<file path="config.mk">
export PLATFORM = sky130hd
export DESIGN_NAME = audio_highpass_pingpong_ingest
export DESIGN_NICKNAME = d
export VERILOG_FILES = /design/src/sv/ahpi_pkg.sv /design/src/sv/audio_highpass_pingpong_ingest.sv
export SDC_FILE = /design/constraint.sdc
export NUM_CORES = 2
export LEC_CHECK = 0
export CAP_MARGIN = 0
export CORE_MARGIN = 1
export CORE_UTILIZATION = 68
export CTS_CLUSTER_DIAMETER = 200
export DETAILED_ROUTE_END_ITERATION = 8
export DONT_BUFFER_PORTS = 1
export GPL_TIMING_DRIVEN = 1
export PLACE_DENSITY = 0.88
export REMOVE_ABC_BUFFERS = 1
export SLEW_MARGIN = 20
export SYNTH_ARGS = -nofsm -noshare
export SYNTH_HDL_FRONTEND = slang
export SYNTH_SLANG_ARGS = --single-unit
</file>
<file path="constraint.sdc">
create_clock -name i_clk -period 21.2 [get_ports i_clk]
set_input_delay 1.06 -clock i_clk [delete_from_list [all_inputs] [get_ports i_clk]]
set_output_delay 1.06 -clock i_clk [all_outputs]
set_load 0.03 [all_outputs]
</file>
<file path="src/sv/ahpi_pkg.sv">
// Shared widths, register indexes and reset values for the high-pass ingest block.
package ahpi_pkg;

    localparam int SAMPLE_W = 12;
    localparam int COEF_W   = 16;
    localparam int OUT_W    = 16;
    localparam int INDEX_W  = 16;
    localparam int STATE_W  = 32;
    localparam int CFG_IDX_W  = 3;
    localparam int CFG_DATA_W = 16;

    typedef enum logic [CFG_IDX_W-1:0] {
        CFG_CAPTURE_ENABLE = 3'd0,
        CFG_DC_OFFSET      = 3'd1,
        CFG_INPUT_GAIN     = 3'd2,
        CFG_FEEDBACK       = 3'd3,
        CFG_FRAME_LENGTH   = 3'd4
    } t_cfg_idx;

    localparam logic [SAMPLE_W-1:0] DC_OFFSET_RST    = 12'd1024;
    localparam logic [COEF_W-1:0]   INPUT_GAIN_RST   = 16'd63059;
    localparam logic [COEF_W-1:0]   FEEDBACK_RST     = 16'd60581;
    localparam logic [INDEX_W-1:0]  FRAME_LENGTH_RST = 16'd1024;

endpackage

</file>
<file path="src/sv/audio_highpass_pingpong_ingest.sv">
// First-order high-pass on converter samples with ping-pong frame indexing.
//
//  channel  | valid        | stall        | payload
//  ---------+--------------+--------------+-------------------------------------------
//  sample   | i_adc_valid  | o_adc_stall  | i_adc_sample
//  result   | o_res_valid  | i_res_stall  | o_filtered_sample, o_clipped, o_bank,
//           |              |              | o_write_index, o_frame_ready
//  config   | i_cfg_we     | -            | i_cfg_index, i_cfg_data
//
//  One word per clock unless a stalled result backs up the input stage.
//  The gain product is formed in the input stage; the feedback multiply, saturation
//  and output scaling close the filter loop into the state and result registers.
//  Sync active-low reset clears state, bank, fill, valid flags; config gets defaults.
//  A stalled result holds; the input stage keeps taking words while it has room.
//  Words taken while capture is off are dropped.
module audio_highpass_pingpong_ingest (
    input  logic                                  i_clk,
    input  logic                                  i_rst_n,
    input  logic                                  i_adc_valid,
    output logic                                  o_adc_stall,
    input  logic [ahpi_pkg::SAMPLE_W-1:0]         i_adc_sample,
    output logic                                  o_res_valid,
    input  logic                                  i_res_stall,
    output logic signed [ahpi_pkg::OUT_W-1:0]     o_filtered_sample,
    output logic                                  o_clipped,
    output logic                                  o_bank,
    output logic [ahpi_pkg::INDEX_W-1:0]          o_write_index,
    output logic                                  o_frame_ready,
    input  logic                                  i_cfg_we,
    input  logic [ahpi_pkg::CFG_IDX_W-1:0]        i_cfg_index,
    input  logic [ahpi_pkg::CFG_DATA_W-1:0]       i_cfg_data
);
    import ahpi_pkg::*;

    localparam int X_W     = SAMPLE_W + 5;
    localparam int GPROD_W = COEF_W + 1 + X_W;
    localparam int GTERM_W = GPROD_W - 8;
    localparam int FPROD_W = COEF_W + 1 + STATE_W;
    localparam int FTERM_W = FPROD_W - 16;
    localparam int SUM_W   = STATE_W + 2;
    localparam int DIFF_W  = STATE_W + 1;
    localparam int Q_W     = DIFF_W - 8;

    logic                       r_capture_enable;
    logic [SAMPLE_W-1:0]        r_dc_offset;
    logic [COEF_W-1:0]          r_input_gain;
    logic [COEF_W-1:0]          r_feedback;
    logic [INDEX_W-1:0]         r_frame_length;

    logic signed [STATE_W-1:0]  r_mem;
    logic                       r_bank;
    logic [INDEX_W-1:0]         r_fill;

    logic                       r_a_valid;
    logic signed [GTERM_W-1:0]  r_a_gain;

    logic                       r_out_valid;
    logic signed [OUT_W-1:0]    r_out_sample;
    logic                       r_out_clipped;
    logic                       r_out_bank;
    logic [INDEX_W-1:0]         r_out_index;
    logic                       r_out_ready;

    logic                       w_out_room;
    logic                       w_a_room;
    logic                       w_take;
    logic                       w_move;

    logic signed [SAMPLE_W:0]   w_centered;
    logic signed [X_W-1:0]      w_x;
    logic signed [COEF_W:0]     w_gain_s;
    logic signed [GPROD_W-1:0]  w_gprod;

    logic signed [COEF_W:0]     w_fb_s;
    logic signed [FPROD_W-1:0]  w_fprod;
    logic signed [FTERM_W-1:0]  w_fterm;
    logic signed [SUM_W-1:0]    w_sum;
    logic signed [STATE_W-1:0]  n_mem;
    logic signed [DIFF_W-1:0]   w_diff;
    logic signed [DIFF_W-1:0]   w_diff_adj;
    logic signed [Q_W-1:0]      w_q;
    logic signed [OUT_W-1:0]    n_out_sample;
    logic                       n_out_clipped;
    logic                       w_frame_end;
    logic [INDEX_W:0]           w_fill_inc;

    assign w_out_room  = !r_out_valid || !i_res_stall;
    assign w_a_room    = !r_a_valid || w_out_room;
    assign o_adc_stall = !w_a_room;
    assign w_take      = i_adc_valid && w_a_room;
    assign w_move      = r_a_valid && w_out_room;

    // input stage: center, scale by 16, apply gain
    assign w_centered = signed'({1'b0, i_adc_sample}) - signed'({1'b0, r_dc_offset});
    assign w_x        = signed'({w_centered, 4'b0000});
    assign w_gain_s   = signed'({1'b0, r_input_gain});
    assign w_gprod    = GPROD_W'(w_gain_s) * GPROD_W'(w_x);

    // loop stage: feedback, saturate state, form output
    assign w_fb_s  = signed'({1'b0, r_feedback});
    assign w_fprod = FPROD_W'(w_fb_s) * FPROD_W'(r_mem);
    assign w_fterm = w_fprod[FPROD_W-1:16];
    assign w_sum   = SUM_W'(r_a_gain) + SUM_W'(w_fterm);

    always_comb begin
        if (w_sum[SUM_W-1:STATE_W-1] == '0 || w_sum[SUM_W-1:STATE_W-1] == '1) begin
            n_mem = w_sum[STATE_W-1:0];
        end else if (w_sum[SUM_W-1]) begin
            n_mem = {1'b1, {(STATE_W-1){1'b0}}};
        end else begin
            n_mem = {1'b0, {(STATE_W-1){1'b1}}};
        end
    end

    assign w_diff     = DIFF_W'(n_mem) - DIFF_W'(r_mem);
    assign w_diff_adj = w_diff[DIFF_W-1] ? w_diff + DIFF_W'(255) : w_diff;
    assign w_q        = w_diff_adj[DIFF_W-1:8];

    always_comb begin
        if (w_q[Q_W-1:OUT_W-1] == '0 || w_q[Q_W-1:OUT_W-1] == '1) begin
            n_out_sample  = w_q[OUT_W-1:0];
            n_out_clipped = 1'b0;
        end else if (w_q[Q_W-1]) begin
            n_out_sample  = {1'b1, {(OUT_W-1){1'b0}}};
            n_out_clipped = 1'b1;
        end else begin
            n_out_sample  = {1'b0, {(OUT_W-1){1'b1}}};
            n_out_clipped = 1'b1;
        end
    end

    assign w_fill_inc  = {1'b0, r_fill} + (INDEX_W+1)'(1);
    assign w_frame_end = w_fill_inc >= {1'b0, r_frame_length};

    always_ff @(posedge i_clk) begin
        if (!i_rst_n) begin
            r_capture_enable <= 1'b0;
            r_dc_offset      <= DC_OFFSET_RST;
            r_input_gain     <= INPUT_GAIN_RST;
            r_feedback       <= FEEDBACK_RST;
            r_frame_length   <= FRAME_LENGTH_RST;
        end else if (i_cfg_we) begin
            case (i_cfg_index)
                CFG_CAPTURE_ENABLE: r_capture_enable <= i_cfg_data[0];
                CFG_DC_OFFSET:      r_dc_offset      <= i_cfg_data[SAMPLE_W-1:0];
                CFG_INPUT_GAIN:     r_input_gain     <= i_cfg_data[COEF_W-1:0];
                CFG_FEEDBACK:       r_feedback       <= i_cfg_data[COEF_W-1:0];
                CFG_FRAME_LENGTH:   r_frame_length   <= i_cfg_data[INDEX_W-1:0];
                default: begin
                end
            endcase
        end
    end

    always_ff @(posedge i_clk) begin
        if (!i_rst_n) begin
            r_a_valid <= 1'b0;
        end else if (w_a_room) begin
            r_a_valid <= w_take && r_capture_enable;
        end
    end

    always_ff @(posedge i_clk) begin
        if (w_take) begin
            r_a_gain <= w_gprod[GPROD_W-1:8];
        end
    end

    always_ff @(posedge i_clk) begin
        if (!i_rst_n) begin
            r_mem  <= '0;
            r_bank <= 1'b0;
            r_fill <= '0;
        end else if (w_move) begin
            r_mem <= n_mem;
            if (w_frame_end) begin
                r_bank <= !r_bank;
                r_fill <= '0;
            end else begin
                r_fill <= w_fill_inc[INDEX_W-1:0];
            end
        end
    end

    always_ff @(posedge i_clk) begin
        if (!i_rst_n) begin
            r_out_valid <= 1'b0;
        end else if (w_out_room) begin
            r_out_valid <= w_move;
        end
    end

    always_ff @(posedge i_clk) begin
        if (w_move) begin
            r_out_sample  <= n_out_sample;
            r_out_clipped <= n_out_clipped;
            r_out_bank    <= r_bank;
            r_out_index   <= r_fill;
            r_out_ready   <= w_frame_end;
        end
    end

    assign o_res_valid       = r_out_valid;
    assign o_filtered_sample = r_out_sample;
    assign o_clipped         = r_out_clipped;
    assign o_bank            = r_out_bank;
    assign o_write_index     = r_out_index;
    assign o_frame_ready     = r_out_ready;

endmodule
</file>
; After elaboration in Yosys (flattened, before gate mapping)
; Index checks and enable logic that the tools add are counted.
[totals]
regBits = 173
latch_bits = 0
ram_bits = 0
rom_bits = 0
input_bits = 36
out_inout_bits = 37
word_cells = 58
n_memories = 0
[op_classes]
add_sub_neg = 5
multipliers = 2
div = 0
magnitude_cmp = 1
eq_ne = 6
n_shift = 0
mux = 7
n_bitwise = 0
n_reduce_logical = 21
[ops]
columns = operator, count
row1 = 2-to-1 mux 32 bit, 2
row2 = multiplier 17 x 32 -> 49 bit, 1
row3 = 2-to-1 mux 16 bit, 3
row4 = adder 26 x 33 -> 34 bit, 1
row5 = "adder 33 x 9 -> 33 bit, second input constant", 1
row6 = 2-to-1 mux 33 bit, 1
row7 = subtractor 32 x 32 -> 33 bit, 1
row8 = multiplier 17 x 13 -> 30 bit, 1
row9 = "adder 16 x 1 -> 17 bit, second input constant", 1
row10 = >= comparator 17 x 16 -> 1 bit, 1
row11 = subtractor 12 x 12 -> 13 bit, 1
row12 = AND reduction 2 bit, 6
row13 = "equality test 10 bit, second input constant", 1
row14 = zero test 10 bit, 1
row15 = "equality test 3 x 2 -> 1 bit, second input constant", 2
row16 = "equality test 3 bit, second input constant", 2
row17 = zero test 3 bit, 2
row18 = zero test 1 bit, 5
row19 = logical OR 1 bit, 4
row20 = "equality test 3 x 1 -> 1 bit, second input constant", 1
row21 = logical AND 1 bit, 3
row22 = 2-to-1 mux 1 bit, 1

; Longest topological paths before layout
[logic_depth]
ltp_word = 11
mapped_depth = 59
ltp_nobuf = 56

; Least setup slack after synthesis
; No wires, ideal clock.
[synth_timing]
path_type = register to register
from = reg r_mem[11]
to = reg r_out_sample[10], in the netlist o_filtered_sample[10], data pin
arrival_ns = 13.123
required_time_ns = 20.937
slack_ns = 7.814
path_stages_with_launch = 58
n_path_buf = 3
synth_period_minus_slack_ns = 13.386
path_cell_list = dfxtp_1 > clkbuf_1 > nand2_1 > fa_1 > fa_1 > fa_1 > inv_1 > fa_1 > fa_1 > inv_1 > fa_1 > inv_1 > ha_1 > a2111oi_0 > nand3_1 > a31oi_1 > nor3_1 > a311o_1 > (+22 left out) > or2_2 > ha_1 > inv_1 > fa_1 > a211oi_1 > o211ai_1 > a21oi_1 > xnor2_1 > nand4_1 > nor4_1 > nand4_1 > nor2_1 > and2_1 > xor2_1 > nor4b_2 > nor3_1 > buf_2 > o21ai_0
[synth_via]
elab_chain_cells = 11
word_cells_on_any_way = 15
classes_between = add/sub (3) / mul (1) / eq/ne (2) / mux (5) / reduce/logical (4)
[synth_lines]
columns = element, line_no
row1 = "start, declared", audio_highpass_pingpong_ingest.sv:50  ; logic signed [STATE_W-1:0] r_mem;
row2 = "start signal, assigned", audio_highpass_pingpong_ingest.sv:175  ; r_mem <= n_mem;
row3 = multiplier 17 x 32 -> 49 bit, audio_highpass_pingpong_ingest.sv:101  ; assign w_fprod = FPROD_W'(w_fb_s) * FPROD_W'(r_mem);
row4 = adder 26 x 33 -> 34 bit, audio_highpass_pingpong_ingest.sv:103  ; assign w_sum = SUM_W'(r_a_gain) + SUM_W'(w_fterm);
row5 = equality test 3 bit / zero test 3 bit (equally long branches), audio_highpass_pingpong_ingest.sv:106  ; if (w_sum[SUM_W-1:STATE_W-1] == '0 || w_sum[SUM_W-1:STATE_W-1] == '1) begin
row6 = logical OR 1 bit, audio_highpass_pingpong_ingest.sv:106
row7 = 2-to-1 mux 32 bit, audio_highpass_pingpong_ingest.sv:106
row8 = subtractor 32 x 32 -> 33 bit *, audio_highpass_pingpong_ingest.sv:115  ; assign w_diff = DIFF_W'(n_mem) - DIFF_W'(r_mem);
row9 = adder 33 x 9 -> 33 bit, audio_highpass_pingpong_ingest.sv:116  ; assign w_diff_adj = w_diff[DIFF_W-1] ? w_diff + DIFF_W'(255) : w_diff;
row10 = 2-to-1 mux 33 bit *, audio_highpass_pingpong_ingest.sv:116
row11 = equality test 10 bit / zero test 10 bit (equally long branches), audio_highpass_pingpong_ingest.sv:120  ; if (w_q[Q_W-1:OUT_W-1] == '0 || w_q[Q_W-1:OUT_W-1] == '1) begin
row12 = logical OR 1 bit, audio_highpass_pingpong_ingest.sv:120
row13 = 2-to-1 mux 16 bit *, audio_highpass_pingpong_ingest.sv:120
row14 = via n_out_sample[10], audio_highpass_pingpong_ingest.sv:82  ; logic signed [OUT_W-1:0] n_out_sample;
row15 = "end signal, assigned", audio_highpass_pingpong_ingest.sv:195  ; r_out_sample <= n_out_sample;
row16 = "end, declared", audio_highpass_pingpong_ingest.sv:58  ; logic signed [OUT_W-1:0] r_out_sample;
; The timed path passes the listed nets; every way through them passes the cells marked *.
; A chain may end at the register's enable or synchronous reset.

; Worst setup path after layout
[layout_timing]
from = reg r_feedback[7]
to = reg r_out_sample[6], in the netlist o_filtered_sample[6], data pin
[layout_via]
elab_chain_cells = 11
word_cells_on_any_way = 15
classes_between = add/sub (3) / mul (1) / eq/ne (2) / mux (5) / reduce/logical (4)
[layout_lines]
columns = element, line_no
row1 = "start, declared", audio_highpass_pingpong_ingest.sv:47  ; logic [COEF_W-1:0] r_feedback;
row2 = "start signal, assigned", audio_highpass_pingpong_ingest.sv:147  ; CFG_FEEDBACK: r_feedback <= i_cfg_data[COEF_W-1:0];
row3 = multiplier 17 x 32 -> 49 bit *, audio_highpass_pingpong_ingest.sv:101
row4 = adder 26 x 33 -> 34 bit *, audio_highpass_pingpong_ingest.sv:103
row5 = equality test 3 bit / zero test 3 bit (equally long branches), audio_highpass_pingpong_ingest.sv:106
row6 = logical OR 1 bit, audio_highpass_pingpong_ingest.sv:106
row7 = 2-to-1 mux 32 bit *, audio_highpass_pingpong_ingest.sv:106
row8 = via n_mem[1], audio_highpass_pingpong_ingest.sv:78  ; logic signed [STATE_W-1:0] n_mem;
row9 = subtractor 32 x 32 -> 33 bit *, audio_highpass_pingpong_ingest.sv:115
row10 = adder 33 x 9 -> 33 bit, audio_highpass_pingpong_ingest.sv:116
row11 = 2-to-1 mux 33 bit *, audio_highpass_pingpong_ingest.sv:116
row12 = equality test 10 bit / zero test 10 bit (equally long branches), audio_highpass_pingpong_ingest.sv:120
row13 = logical OR 1 bit, audio_highpass_pingpong_ingest.sv:120
row14 = 2-to-1 mux 16 bit *, audio_highpass_pingpong_ingest.sv:120
row15 = via n_out_sample[6], audio_highpass_pingpong_ingest.sv:82
; Marks and branches as above.

==> results.sh <==
export IMPL_numCtsBuffers=17
export IMPL_synth_seq_area_share_pct=11.5
export IMPL_critical_path_buf_inv_count=4
export IMPL_synth_edf_count=61
export IMPL_powerDensity_nw_per_um2=113
export IMPL_crit_slowest_cell="dfxtp_1"
export IMPL_synth_seq_cells=173
export IMPL_path_common_cell="fa_1"
export IMPL_skew_ps=15.8
export IMPL_cts_root_buf="clkbuf_16"
export IMPL_num_vias=27200
export IMPL_cts_repair_resized=0
export IMPL_max_stage_delay_ps=1050
export IMPL_grt_antenna_before_repair=0
export IMPL_dpl_hpwl_um=67700
export IMPL_areaGrowthSynthToFinish_pct=3.20
export IMPL_async_flop_share_pct=0
export IMPL_drt_pass1_iterations=6
export IMPL_setup_violations=0
export IMPL_yosysMostFrequentCell="inv_1"
export IMPL_io_buffers=0
export IMPL_cts_setup_buffers=0
export IMPL_reg2regPathDepth=53
export IMPL_finalNetCount=4978
export IMPL_holdBufCountCts=0
export IMPL_required_ps=21340
export IMPL_min_path_cells=2
export IMPL_gp_congestion=0.941
export IMPL_tns_ps=0
export IMPL_cts_tree="done"
export IMPL_placedCellCount=4647
export IMPL_stdcell_count=4679
export IMPL_cts_buffer_depth=2
export IMPL_irDropWorstVdd_mv=0.161
export IMPL_initial_utilization_pct=68.8
export IMPL_rows=83
export IMPL_clock_sinks=173
export IMPL_path_delay_family="compound AO/OA/AOI/OAI gates"
export IMPL_drive_above_1_share_pct=2.43
export IMPL_synthTopCellsByArea="fa_1 36%, ha_1 11%, inv_1 8.8%"
export IMPL_grt_usage_pct=33.5
export IMPL_yosysTopAreaCellShare_pct=36.4
export IMPL_chipWidth_um=230
export IMPL_netlist_area_um2=35400
export IMPL_yosysTopAreaCell="fa_1"
export IMPL_vias_per_cell=5.81
export IMPL_drt_wl_total_um=84800
export IMPL_maxSlewViolCount=0
export IMPL_path_depth=53
export IMPL_path_max_fanout=33
export IMPL_ys_flop_type="dfxtp_1"
export IMPL_drv_cap=0
export IMPL_crit_type="flip-flop to flip-flop"
export IMPL_rsz0062_at_grt="false"
export IMPL_yosys_top_cells_count="833 x inv_1, 668 x nand2_1, 644 x fa_1, 312 x ha_1, 268 x and2_1"
export IMPL_detail_route_wl_per_cell_um=18.1
export IMPL_grt_pass1_wl_um=142000
export IMPL_grt_overflow=0
export IMPL_max_clock_freq_ghz=0.0629
export IMPL_hold_violations=0
export IMPL_fin_crit_sh_pct=75.0
export IMPL_diodes=0
export IMPL_ios=73
export IMPL_p_leak_nw=18.2
export IMPL_worst_slew_pin_slew_ps=1100
export IMPL_drc_errors=0
export IMPL_status="finished, final reports clean"
export IMPL_first_global_vias=28400
export IMPL_grt_max_degree=84
export IMPL_postRouteAntennaNets=0
export IMPL_drt_iter0_markers=2429
export IMPL_synth_warnings=0
export IMPL_path_clk_slew_ps=80
export IMPL_finalCriticalPeriod_ps=15910
export IMPL_relSlewSlack_pct=26.8
export IMPL_hold_class="flip-flop to flip-flop"
export IMPL_die_h_um=230
export IMPL_critPathLaunchType="flip-flop"
export IMPL_core_area_um2=51400
export IMPL_synth_cells=4102
export IMPL_clock_latency_ps=440
export IMPL_die_area_um2=52900
export IMPL_h_tree_depth=4
export IMPL_synthDistinctLibCells=76
export IMPL_critical_path_endpoint_type="flip-flop"
export IMPL_syn_avg_cell_area_um2=8.63
export IMPL_cp_arrival_ps=16050
[per-stage QoR]
stage          hold WS, ps  instance area, um^2  worst slack, ps  utilization [%]  power, mW
2_1_floorplan          417                34700             6610                -       3.08
3_3_place_gp           431                35900             5820             69.8       3.61
3_5_place_dp           456                35900             5560             69.8       3.72
4_1_cts                468                36500             5470             71.0       4.10
5_1_grt                485                36500             4310             71.0       4.56
6_report               468                36500             5290             71.0       4.11
[cell usage in the layout, fill, tap and decap left out, types with 35 or more instances in the layout]
cell type,n
inv_1,832
nand2_1,668
fa_1,644
ha_1,312
and2_1,268
nor2_1,156
dfxtp_1,111
a21oi_1,99
xnor2_1,89
o21ai_0,77
a21boi_0,66
edfxtp_1,61
nand3_1,59
a21o_1,47
o21a_1,42
buf_4,42
xor2_1,41
nand2b_1,37
nor2b_1,35
[sequential cells by signal (all words and copies together) (netlist names)]
name and flops:
o_res_valid 1, r_fill 16, r_frame_length 16, o_write_index 16
r_bank 1, r_mem 32, r_a_gain 26, o_filtered_sample 16
r_dc_offset 12, r_capture_enable 1, r_a_valid 1, o_frame_ready 1
o_bank 1, o_clipped 1, r_feedback 16, r_input_gain 16
[worst paths after layout]
kind	from	to	slack (ps)
worst max register to register	r_feedback[7]$_SDFFE_PN1P_	o_filtered_sample[6]$_DFFE_PP_	5290
worst max-delay path	r_feedback[7]$_SDFFE_PN1P_	o_filtered_sample[6]$_DFFE_PP_	5290
worst min register to register	r_frame_length[4]$_SDFFE_PN0P_	r_frame_length[4]$_SDFFE_PN0P_	470
worst min-delay path	r_frame_length[4]$_SDFFE_PN0P_	r_frame_length[4]$_SDFFE_PN0P_	470
[cell families after synthesis]
logic type	share of synthesized area [%]
compound gates	8.82
flops	11.5
buf+inv	10.8
mux	0.177
simple gates	18.0
xor+xnor	3.22
fa+ha+maj	47.5
[final cells by class]
| type | instances | area (um^2) |
|---|---|---|
| clock inverter | 14 | 180 |
| sequential | 173 | 4080 |
| tap | 680 | 851 |
| fill | 3774 | 14900 |
| multi-input combinational | 2919 | 27500 |
| inverter | 833 | 3130 |
| timing repair buffer | 42 | 315 |
| clock buffer | 18 | 450 |
[worst reg2reg max path: cells and delay by family (launching register included)]
kind            cells  cell delay [ps]
fa+ha+maj           9             3660
buf+inv             4              220
compound gates     26             7780
mux                 1              420
flops               1             1050
simple gates       11             2040
xor+xnor            2              390
[metal layers]
layer | vias to the layer above | track usage (%) | part of all wire [%]
li1 | 12400 | - | -
met1 | 13400 | 44.4 | 39
met2 | 1257 | 55.7 | 48
met3 | 184 | 7.12 | 10
met4 | 0 | 9.17 | 2.8
met5 | - | 0 | 0
[power by group]
group,switching (mW),leakage [nW],internal (mW)
sequential,0.0424,1.50,0.513
combinational,1.82,16.4,1.40
clock,0.167,0.306,0.169
total,2.03,18.2,2.08
Note: power is estimated with default switching activity, not from simulation.
